## src/rtl/tfcg_pkg.sv

```systemverilog
// Package for the trigger/fire coincidence gate: types, codes, widths and reset values.
package tfcg_pkg;

  // Default width of stored timestamps
  localparam int TIME_BITS_DEF = 48;

  // Payload field widths
  localparam int LEVEL_W = 8;
  localparam int TS_W    = 48;
  localparam int OBJ_W   = 64;
  localparam int WIN_W   = 20;
  localparam int AGE_W   = 20;

  // Stream widths (tdata padded to whole bytes)
  localparam int IN_FIELDS_W  = LEVEL_W + TS_W + OBJ_W + 3;
  localparam int IN_DATA_W    = ((IN_FIELDS_W + 7) / 8) * 8;
  localparam int OUT_FIELDS_W = 2 + OBJ_W + AGE_W;
  localparam int OUT_DATA_W   = ((OUT_FIELDS_W + 7) / 8) * 8;

  // Configuration port
  localparam int CFG_ADDR_W = 3;
  localparam int CFG_DATA_W = WIN_W;

  // Register reset values
  localparam logic [LEVEL_W-1:0] PRESS_THRESHOLD_RST = 8'd24;
  localparam logic [WIN_W-1:0]   MAX_PRE_AGE_RST     = 20'd100000;
  localparam logic [WIN_W-1:0]   MAX_POST_SKEW_RST   = 20'd20000;
  localparam logic [WIN_W-1:0]   DUP_WINDOW_RST      = 20'd20000;
  localparam logic [WIN_W-1:0]   FWD_WINDOW_RST      = 20'd180000;

  // Input command codes
  typedef enum logic [1:0] {
    CMD_TRIGGER = 2'd0,
    CMD_FIRE    = 2'd1,
    CMD_PILOT   = 2'd2,
    CMD_MENU    = 2'd3
  } cmd_t;

  // Configuration register indexes
  typedef enum logic [CFG_ADDR_W-1:0] {
    REG_PRESS_THRESHOLD = 3'd0,
    REG_MAX_PRE_AGE     = 3'd1,
    REG_MAX_POST_SKEW   = 3'd2,
    REG_DUP_WINDOW      = 3'd3,
    REG_FWD_WINDOW      = 3'd4
  } reg_idx_t;

endpackage

```

## src/rtl/trigger_fire_coincidence_gate_top.sv

```systemverilog
// Trigger/fire coincidence gate: input register, combinational decision with registered state update, result register.
//
//  channel | dir | handshake               | payload
//  --------+-----+-------------------------+---------------------------------------------
//  s_axis  | in  | s_axis_tvalid/tready    | tuser: command; tdata: level, time, object, flags
//  m_axis  | out | m_axis_tvalid/tready    | tdata: fire_authorized, deferred_fire, object, age
//  cfg     | in  | cfg_we                  | cfg_addr: register index; cfg_data: value
//
// One beat in and one beat out per cycle, sustained while m_axis_tready stays high. A beat is
// captured in the input register, decided and applied to the state when it advances to the
// result register, and shown from there. The state update and the result load share that advance.
// rst clears all control state and restores the register defaults. A stalled m_axis holds
// the result and the input register; s_axis_tready drops only when both are full.
module trigger_fire_coincidence_gate_top
  import tfcg_pkg::*;
#(
  parameter int TIME_BITS = TIME_BITS_DEF
) (
  input  logic                  clk,
  input  logic                  rst,
  // slave stream
  input  logic                  s_axis_tvalid,
  output logic                  s_axis_tready,
  // [7:0] trigger_level, [55:8] timestamp_us, [119:56] object_id,
  // [120] semantic_match, [121] hardware_alias, [122] flag_value, [127:123] zero
  input  logic [IN_DATA_W-1:0]  s_axis_tdata,
  // [1:0] command
  input  logic [1:0]            s_axis_tuser,
  // master stream
  output logic                  m_axis_tvalid,
  input  logic                  m_axis_tready,
  // [0] fire_authorized, [1] deferred_fire, [65:2] deferred_object_id,
  // [85:66] deferred_age_us, [87:86] zero
  output logic [OUT_DATA_W-1:0] m_axis_tdata,
  // configuration writes
  input  logic                  cfg_we,
  input  logic [CFG_ADDR_W-1:0] cfg_addr,
  input  logic [CFG_DATA_W-1:0] cfg_data
);

  localparam int TW = TIME_BITS;

  // configuration registers
  logic [LEVEL_W-1:0] press_threshold;
  logic [WIN_W-1:0]   max_pre_age;
  logic [WIN_W-1:0]   max_post_skew;
  logic [WIN_W-1:0]   dup_window;
  logic [WIN_W-1:0]   fwd_window;

  always_ff @(posedge clk) begin
    if (rst) begin
      press_threshold <= PRESS_THRESHOLD_RST;
      max_pre_age     <= MAX_PRE_AGE_RST;
      max_post_skew   <= MAX_POST_SKEW_RST;
      dup_window      <= DUP_WINDOW_RST;
      fwd_window      <= FWD_WINDOW_RST;
    end else if (cfg_we) begin
      unique case (reg_idx_t'(cfg_addr))
        REG_PRESS_THRESHOLD: press_threshold <= cfg_data[LEVEL_W-1:0];
        REG_MAX_PRE_AGE:     max_pre_age     <= cfg_data;
        REG_MAX_POST_SKEW:   max_post_skew   <= cfg_data;
        REG_DUP_WINDOW:      dup_window      <= cfg_data;
        REG_FWD_WINDOW:      fwd_window      <= cfg_data;
        default: ;
      endcase
    end
  end

  // handshake: advance when the result register is free or being emptied
  logic in_v;
  logic out_v;
  logic adv;
  logic go;

  assign adv           = !out_v || m_axis_tready;
  assign go            = in_v && adv;
  assign s_axis_tready = !in_v || adv;
  assign m_axis_tvalid = out_v;

  // input register
  cmd_t               in_cmd;
  logic [LEVEL_W-1:0] in_level;
  logic [TS_W-1:0]    in_ts;
  logic [OBJ_W-1:0]   in_obj;
  logic               in_sem;
  logic               in_alias;
  logic               in_flag;

  always_ff @(posedge clk) begin
    if (rst) begin
      in_v <= 1'b0;
    end else if (s_axis_tready) begin
      in_v <= s_axis_tvalid;
    end
  end

  always_ff @(posedge clk) begin
    if (s_axis_tready && s_axis_tvalid) begin
      in_cmd   <= cmd_t'(s_axis_tuser);
      in_level <= s_axis_tdata[7:0];
      in_ts    <= s_axis_tdata[55:8];
      in_obj   <= s_axis_tdata[119:56];
      in_sem   <= s_axis_tdata[120];
      in_alias <= s_axis_tdata[121];
      in_flag  <= s_axis_tdata[122];
    end
  end

  // gate state
  logic               pilot_on, pilot_on_next;
  logic               menu_on, menu_on_next;
  logic [LEVEL_W-1:0] current_level, current_level_next;
  logic [TW-1:0]      last_press_time, last_press_time_next;
  logic [TW-1:0]      last_auth_time, last_auth_time_next;
  logic               stream_armed, stream_armed_next;
  logic [OBJ_W-1:0]   stream_object, stream_object_next;
  logic [TW-1:0]      pending_time, pending_time_next;
  logic [OBJ_W-1:0]   pending_object, pending_object_next;

  // result of the current beat
  logic               res_fire;
  logic               res_def;
  logic [OBJ_W-1:0]   res_obj;
  logic [AGE_W-1:0]   res_age;

  // shared time arithmetic
  logic [TW-1:0] t;
  logic [TW-1:0] d_auth;
  logic [TW-1:0] d_press;
  logic [TW-1:0] d_press_rev;
  logic [TW-1:0] d_pend;
  logic          active;
  logic          held;
  logic          claim_ok;
  logic          pend_live;
  logic          out_of_window;

  assign t           = TW'(in_ts);
  assign d_auth      = t - last_auth_time;
  assign d_press     = t - last_press_time;
  assign d_press_rev = last_press_time - t;
  assign d_pend      = t - pending_time;
  assign active      = pilot_on && !menu_on;
  assign held        = current_level >= press_threshold;

  // duplicate suppression: recent authorized fire at or before t blocks
  assign claim_ok = !((last_auth_time != '0) && (t >= last_auth_time)
                      && (d_auth < TW'(dup_window)));
  // t lies within the forward window after the pending shot
  assign pend_live = (t >= pending_time) && (d_pend <= TW'(fwd_window));
  assign out_of_window = (t >= last_press_time) ? (d_press > TW'(max_pre_age))
                                                : (d_press_rev > TW'(max_post_skew));

  // decision and state update
  always_comb begin
    pilot_on_next        = pilot_on;
    menu_on_next         = menu_on;
    current_level_next   = current_level;
    last_press_time_next = last_press_time;
    last_auth_time_next  = last_auth_time;
    stream_armed_next    = stream_armed;
    stream_object_next   = stream_object;
    pending_time_next    = pending_time;
    pending_object_next  = pending_object;
    res_fire             = 1'b0;
    res_def              = 1'b0;
    res_obj              = '0;
    res_age              = '0;

    case (in_cmd)
      CMD_TRIGGER: begin
        if (active) begin
          current_level_next = in_level;
          if (in_level < press_threshold) begin
            // release: drop stream and duplicate tracking, a press-to-release clears the pending shot
            last_auth_time_next = '0;
            stream_armed_next   = 1'b0;
            stream_object_next  = '0;
            if (held) begin
              pending_time_next   = '0;
              pending_object_next = '0;
            end
          end else begin
            last_press_time_next = t;
            if (pending_time != '0) begin
              pending_time_next   = '0;
              pending_object_next = '0;
              if (pend_live) begin
                // deferred first shot
                res_def             = 1'b1;
                res_obj             = pending_object;
                res_age             = d_pend[AGE_W-1:0];
                last_auth_time_next = pending_time;
                stream_object_next  = pending_object;
                stream_armed_next   = 1'b1;
              end
            end
          end
        end
      end
      CMD_FIRE: begin
        if (active && (in_sem || in_alias)) begin
          if (in_alias && held && stream_armed) begin
            // automatic stream bound to one object
            if ((stream_object == in_obj) && claim_ok) begin
              res_fire            = 1'b1;
              last_auth_time_next = t;
              pending_time_next   = '0;
              pending_object_next = '0;
            end
          end else if ((last_press_time == '0) || out_of_window) begin
            // no usable press: keep as pending first shot unless one is still live
            if (in_alias && !held && !((pending_time != '0) && pend_live)) begin
              pending_time_next   = t;
              pending_object_next = in_obj;
            end
          end else if (claim_ok) begin
            res_fire            = 1'b1;
            last_auth_time_next = t;
            pending_time_next   = '0;
            pending_object_next = '0;
            if (in_alias && held) begin
              stream_object_next = in_obj;
              stream_armed_next  = 1'b1;
            end
          end
        end
      end
      CMD_PILOT: begin
        pilot_on_next = in_flag;
        if (!in_flag || !pilot_on) begin
          pending_time_next    = '0;
          pending_object_next  = '0;
          current_level_next   = '0;
          last_press_time_next = '0;
          last_auth_time_next  = '0;
          stream_armed_next    = 1'b0;
          stream_object_next   = '0;
        end
      end
      default: begin
        // menu block
        menu_on_next = in_flag;
        if (menu_on != in_flag) begin
          pending_time_next   = '0;
          pending_object_next = '0;
        end
        if (in_flag) begin
          current_level_next   = '0;
          last_press_time_next = '0;
          last_auth_time_next  = '0;
          stream_armed_next    = 1'b0;
          stream_object_next   = '0;
        end
      end
    endcase
  end

  always_ff @(posedge clk) begin
    if (rst) begin
      pilot_on        <= 1'b0;
      menu_on         <= 1'b0;
      current_level   <= '0;
      last_press_time <= '0;
      last_auth_time  <= '0;
      stream_armed    <= 1'b0;
      stream_object   <= '0;
      pending_time    <= '0;
      pending_object  <= '0;
    end else if (go) begin
      pilot_on        <= pilot_on_next;
      menu_on         <= menu_on_next;
      current_level   <= current_level_next;
      last_press_time <= last_press_time_next;
      last_auth_time  <= last_auth_time_next;
      stream_armed    <= stream_armed_next;
      stream_object   <= stream_object_next;
      pending_time    <= pending_time_next;
      pending_object  <= pending_object_next;
    end
  end

  // result register
  logic             out_fire;
  logic             out_def;
  logic [OBJ_W-1:0] out_obj;
  logic [AGE_W-1:0] out_age;

  always_ff @(posedge clk) begin
    if (rst) begin
      out_v <= 1'b0;
    end else if (adv) begin
      out_v <= in_v;
    end
  end

  always_ff @(posedge clk) begin
    if (go) begin
      out_fire <= res_fire;
      out_def  <= res_def;
      out_obj  <= res_obj;
      out_age  <= res_age;
    end
  end

  assign m_axis_tdata = {(OUT_DATA_W - OUT_FIELDS_W)'(0), out_age, out_obj, out_def, out_fire};

endmodule

```

## config.mk

```make
export PLATFORM = sky130hd
export DESIGN_NAME = trigger_fire_coincidence_gate_top
export DESIGN_NICKNAME = d
export VERILOG_FILES = /design/src/rtl/tfcg_pkg.sv /design/src/rtl/trigger_fire_coincidence_gate_top.sv
export SDC_FILE = /design/constraint.sdc
export NUM_CORES = 2
export LEC_CHECK = 0
export BUFFER_PORTS_ARGS = -buffer_cell sky130_fd_sc_hd__buf_2
export CORE_UTILIZATION = 55
export DETAILED_ROUTE_END_ITERATION = 6
export PLACE_DENSITY = 0.76
export SLEW_MARGIN = 20
export SYNTH_ARGS = -nofsm -noshare
export SYNTH_HDL_FRONTEND = slang
export SYNTH_SLANG_ARGS = --single-unit
```

## constraint.sdc

```tcl
create_clock -name clk -period 14.3 [get_ports clk]
set_input_delay 1.43 -clock clk [delete_from_list [all_inputs] [get_ports clk]]
set_output_delay 1.43 -clock clk [all_outputs]
set_load 0.02 [all_outputs]
```

# --- Word-level counts from Yosys, hierarchy flattened ---
# Cells that the tools add are included.
classes:
  mul: 0
  add_sub_neg: 4
  order_cmp: 9
  muxes: 73
  bitwise_logic: 6
  n_reduce_logical: 50
  shift: 0
  div: 0
  n_eq_ne: 24
op_table:
  columns: ["cell", "count"]
  rows:
  - ["64-bit 2-to-1 mux", 22]
  - ["48-bit 2-to-1 mux", 24]
  - ["48-bit one-hot mux with 3 select lines", 3]
  - ["64-bit one-hot mux with 3 select lines", 2]
  - ["48-bit subtractor", 4]
  - ["48-bit greater-or-equal comparator", 3]
  - ["48-bit by 20-bit > comparator with 1-bit output", 2]
  - ["48-bit nonzero test", 2]
  - ["64-bit equality test", 1]
  - ["48-bit by 20-bit <= comparator with 1-bit output", 1]
  - ["48-bit logical NOT", 1]
  - ["48-bit by 20-bit < comparator with 1-bit output", 1]
  - ["8-bit 2-to-1 mux", 3]
  - ["8-bit one-hot mux with 3 select lines", 1]
  - ["10-bit AND reduction", 2]
  - ["3-bit != test, second input constant", 6]
  - ["1-bit 2-to-1 mux", 17]
  - ["2-bit != test, second input constant", 8]
  - ["2-bit AND reduction", 8]
  - ["1-bit logical AND", 13]
  - ["11-bit AND reduction", 1]
  - ["8-bit greater-or-equal comparator", 1]
  - ["1-bit logical NOT", 8]
  - ["8-bit < comparator", 1]
  - ["19 further kinds", 31]
word_totals:
  n_memories: 0
  romBits: 0
  out_inout_bits: 90
  input_bits: 158
  latch_bits: 0
  ff_bits: 584
  elab_cells: 193
  ram_bits: 0

# --- Logic depth before layout (Yosys ltp) ---
logic_depth:
  word_depth: 11
  ltp_mapped: 27

# --- Worst setup path before layout ---
# Ideal clock, no wire load.
synth_path:
  path_kind: "input to register"
  startpoint: "input port m_axis_tready"
  endpoint: "register last_press_time[27]"
  t_arrival_ns: 7.810
  slack_ns: 6.425
  setup_time_ns: 0.065
  n_path_buf: 3
  required_ns: 14.235
  path_stages: 10
  path_cell_list: "nor2b_1 nor2b_1 o21ai_0 a21o_1 clkbuf_1 nor4_1 clkbuf_1 clkbuf_1 a22oi_1 nor2_1"
synth_between:
  elab_chain_len: 3
synth_lines:
  columns: ["element", "line_no", "source"]
  rows:
  - ["start: declaration", "trigger_fire_coincidence_gate_top.sv:31", "input logic m_axis_tready,"]
  - ["1-bit logical OR", "trigger_fire_coincidence_gate_top.sv:75", "assign adv = !out_v || m_axis_tready;"]
  - ["1-bit logical AND", "trigger_fire_coincidence_gate_top.sv:76", "assign go = in_v && adv;"]
  - ["named net go", "trigger_fire_coincidence_gate_top.sv:73", "logic go;"]
  - ["6-bit AND reduction (no source line)", null, null]
  - ["end signal: assignment", "trigger_fire_coincidence_gate_top.sv:274", "last_press_time <= last_press_time_next;"]
  - ["end: declaration", "trigger_fire_coincidence_gate_top.sv:113", "logic [TW-1:0] last_press_time, last_press_time_next;"]
# The timed path passes the listed nets, and every way through them passes these cells.
# A chain may end at the register's enable or synchronous reset.

# --- Worst setup path in the final report ---
layout_path:
  startpoint: "register in_ts[6]"
  endpoint: "register stream_object[1]"
layout_between:
  elab_chain_len: 6
layout_lines:
  columns: ["element", "line_no", "source"]
  rows:
  - ["start: declaration", "trigger_fire_coincidence_gate_top.sv:83", "logic [TS_W-1:0] in_ts;"]
  - ["start signal: assignment", "trigger_fire_coincidence_gate_top.sv:101", "in_ts <= s_axis_tdata[55:8];"]
  - ["48-bit subtractor (on tied branches)", "trigger_fire_coincidence_gate_top.sv:141, trigger_fire_coincidence_gate_top.sv:140", null]
  - ["48-bit by 20-bit > comparator with 1-bit output (on tied branches)", "trigger_fire_coincidence_gate_top.sv:152, trigger_fire_coincidence_gate_top.sv:151", null]
  - ["1-bit 2-to-1 mux", "trigger_fire_coincidence_gate_top.sv:151", "assign out_of_window = (t >= last_press_time) ? (d_press > TW'(max_pre_age))"]
  - ["1-bit logical OR", "trigger_fire_coincidence_gate_top.sv:211", "end else if ((last_press_time == '0) || out_of_window) begin"]
  - ["2-bit != test (no source line)", null, null]
  - ["11-bit AND reduction (no source line) (*)", null, null]
  - ["end signal: assignment", "trigger_fire_coincidence_gate_top.sv:277", "stream_object <= stream_object_next;"]
  - ["end: declaration", "trigger_fire_coincidence_gate_top.sv:116", "logic [OBJ_W-1:0] stream_object, stream_object_next;"]
# Mark *: on every way between the ends. The rest lies on a longest branch, timed or not.

==> results.json <==
{
  "synth_ff_type": "dfxtp_1",
  "postCtsResizedCells": 0,
  "max_freq_mhz": 114,
  "rows": 95,
  "wire_per_inst_um": 23.9,
  "cts_made_buffers": 61,
  "grt.overflow.total": 0,
  "hold_class": "register to register",
  "chipWidth_um": 264,
  "ioPinCount": 248,
  "die_area_mm2": 0.0697,
  "die_h_um": 264,
  "cts_buffer_depth": 3,
  "path_max_fanout": 65,
  "yosysTopAreaCell": "dfxtp_1",
  "grt_max_degree": 92,
  "finalSetupTns_ps": 0,
  "final_cell_mix": "nand2_1 (413), a21oi_1 (405), dfxtp_1 (373)",
  "setup_viol": 0,
  "ir_drop_mv": 0.0853,
  "clock_latency_ps": 690,
  "cap_violations": 0,
  "finalHoldViolCount": 0,
  "clockRootBuffer": "clkbuf_16",
  "hpwlAfterDp_um": 95500,
  "synth_edf_count": 211,
  "synth_cells": 4324,
  "maxSlewViolCount": 0,
  "vias": 35039,
  "layout.nets": 4835,
  "cts_hold_buf": 0,
  "grtUsageTotal": 0.352,
  "path_class": "register to register",
  "finalClockSkew_ps": 67.2,
  "endpoint_kind": "register",
  "seq_area_frac_synth": 0.366,
  "final_common_cell": "nand2_1",
  "leakagePower_uw": 0.0159,
  "relSlewSlack": 0.153,
  "core_mm2": 0.0675,
  "drt_first_pass_iters": 6,
  "htreeDepth": 2,
  "path_clk_slew_ps": 60,
  "viasPerCell": 6.59,
  "synth-async-reset-ratio": 0,
  "ys_types": 102,
  "antenna_left": 0,
  "cts_tree": "yes",
  "syn_area_per_cell_um2": 8.73,
  "drive_gt1_frac": 0.0984,
  "fin_ws_ps": 5550,
  "post-route-period-util": 0.612,
  "initial_utilization": 0.559,
  "rsz0062_at_grt": "no",
  "port_buffers": 240,
  "grt_pass1_wl_um": 192000,
  "yosys_warnings": 0,
  "grt_pass1_vias": 33022,
  "cts_setup_buffers": 0,
  "synth-seq-cells": 584,
  "arrival_ps": 9370,
  "synth_top_area_share": 0.198,
  "syn_area_mm2": 0.0378,
  "synth.top_cells.by_area": "dfxtp_1 (20%), edfxtp_1 (17%), ha_1 (9.4%)",
  "remaining_drc_errors": 0,
  "startpoint_type": "register",
  "drt_first_iter_violations": 3442,
  "power_density_mw_per_mm2": 102,
  "finalWirelength_um": 127000,
  "worst_pin_slew_ps": 1260,
  "areaGrowthSynthToFinish_pct": 9.15,
  "cts.sinks": 584,
  "antenna_found_initial": 8,
  "status": "finished clean",
  "dp_slack_ps": 5720,
  "gp_congestion": 1.02,
  "fin_crit_ps": 8750,
  "crit_required_ps": 14920
}
Yosys cell counts (all sizes together), types with 78 or more instances:
cell      n
nor2    247
a211oi   78
o21ai   185
inv     317
a22oi   104
nor4     85
a21o     83
nand2   414
edfxtp  211
buf      87
xor2    118
nand4   112
a22o    113
dfxtp   373
and2     96
ha      285
clkbuf  179
a21oi   409
kinds of logic (layout without fill, tap and decap cells):
logic type	Yosys count	in the layout	synth area share
AOI/OAI and AO/OA	1434	1434	0.267
and+or+nand+nor	1225	1225	0.160
DFF	584	584	0.366
buffers and inverters	583	698	0.0624
adders and majority gates	289	289	0.0966
xor gates and xnor gates	187	187	0.0434
muxes	21	21	0.00573
other	1	4	0.0000993
cell type report:
cell class	count	area (um2)
Clock inverter	23	224
Multi-Input combinational cell	3158	21700
Sequential cell	584	13800
Tap cell	873	1090
Clock buffer	92	1790
Inverter	317	1190
Timing Repair Buffer	266	1400
Fill cell	5930	26300
Antenna cell	2	5.00
critical path, cell delays in order, from the launching register on:
cell and delay [ps]:
edfxtp_1 600, inv_1 90, ha_1 430, a21oi_1 400, nand2_1 120, o21ai_0 760, o21bai_1 150, xor2_1 190
ha_1 330, nand4_1 180, or4_1 610, o21ai_0 490, o2111ai_1 180, a2111o_1 390, a211o_1 280, a2111oi_0 350
nand4_1 160, nor4_2 1060, or2_1 310, a21oi_4 70, buf_4 380, nor2_4 160, buf_4 640, o221a_2 310
registers in the layout, indices dropped and copies added, names as in the netlist, 48 cells and up:
signal	count
in_obj	64
in_ts	48
last_auth_time	48
last_press_time	48
out_obj	64
pending_object	64
pending_time	48
stream_object	64
layer usage:
| metal | share of wire | wire length [um] | track usage |
|---|---|---|---|
| met2 | 0.46 | 59100 | 0.582 |
| met1 | 0.40 | 50900 | 0.445 |
| met4 | 0.059 | 7500 | 0.188 |
| met3 | 0.075 | 9590 | 0.0481 |
| met5 | 0.00093 | 118 | 0 |
worst paths after layout:
path / start / to / slack (ps) / cells past startpoint
setup / recovery: in_ts[6]$_DFFE_PP_ / stream_object[1]$_SDFFE_PP0P_ / 5550 / 23
hold / removal: max_pre_age[8]$_SDFFE_PP0P_ / max_pre_age[8]$_SDFFE_PP0P_ / 450 / 2
setup reg to reg: in_ts[6]$_DFFE_PP_ / stream_object[1]$_SDFFE_PP0P_ / 5550 / 23
hold reg to reg: max_pre_age[8]$_SDFFE_PP0P_ / max_pre_age[8]$_SDFFE_PP0P_ / 450 / 2
per-stage QoR:
step                      instance area [um2]   util  cells  total power (uW)  hold slack, ps
after CTS                               41200  0.610   5313              4210             455
after global routing                    41200  0.610   5313              4360             471
final                                   41200  0.610   5315              4210             453
after detailed placement                39200  0.581   5198              2630             446
after floorplan                         37800      -   4325              2380             432
after global placement                  39200  0.581   5198              2630             442
power by group:
group	total (uW)	leakage (uW)	switching [uW]	internal, uW
Clock	1590	0.000980	702	888
Sequential	1840	0.00511	63.7	1780
Combinational	780	0.00977	514	266
Total	4210	0.0159	1280	2930
Power figures use the tool's default switching activity.
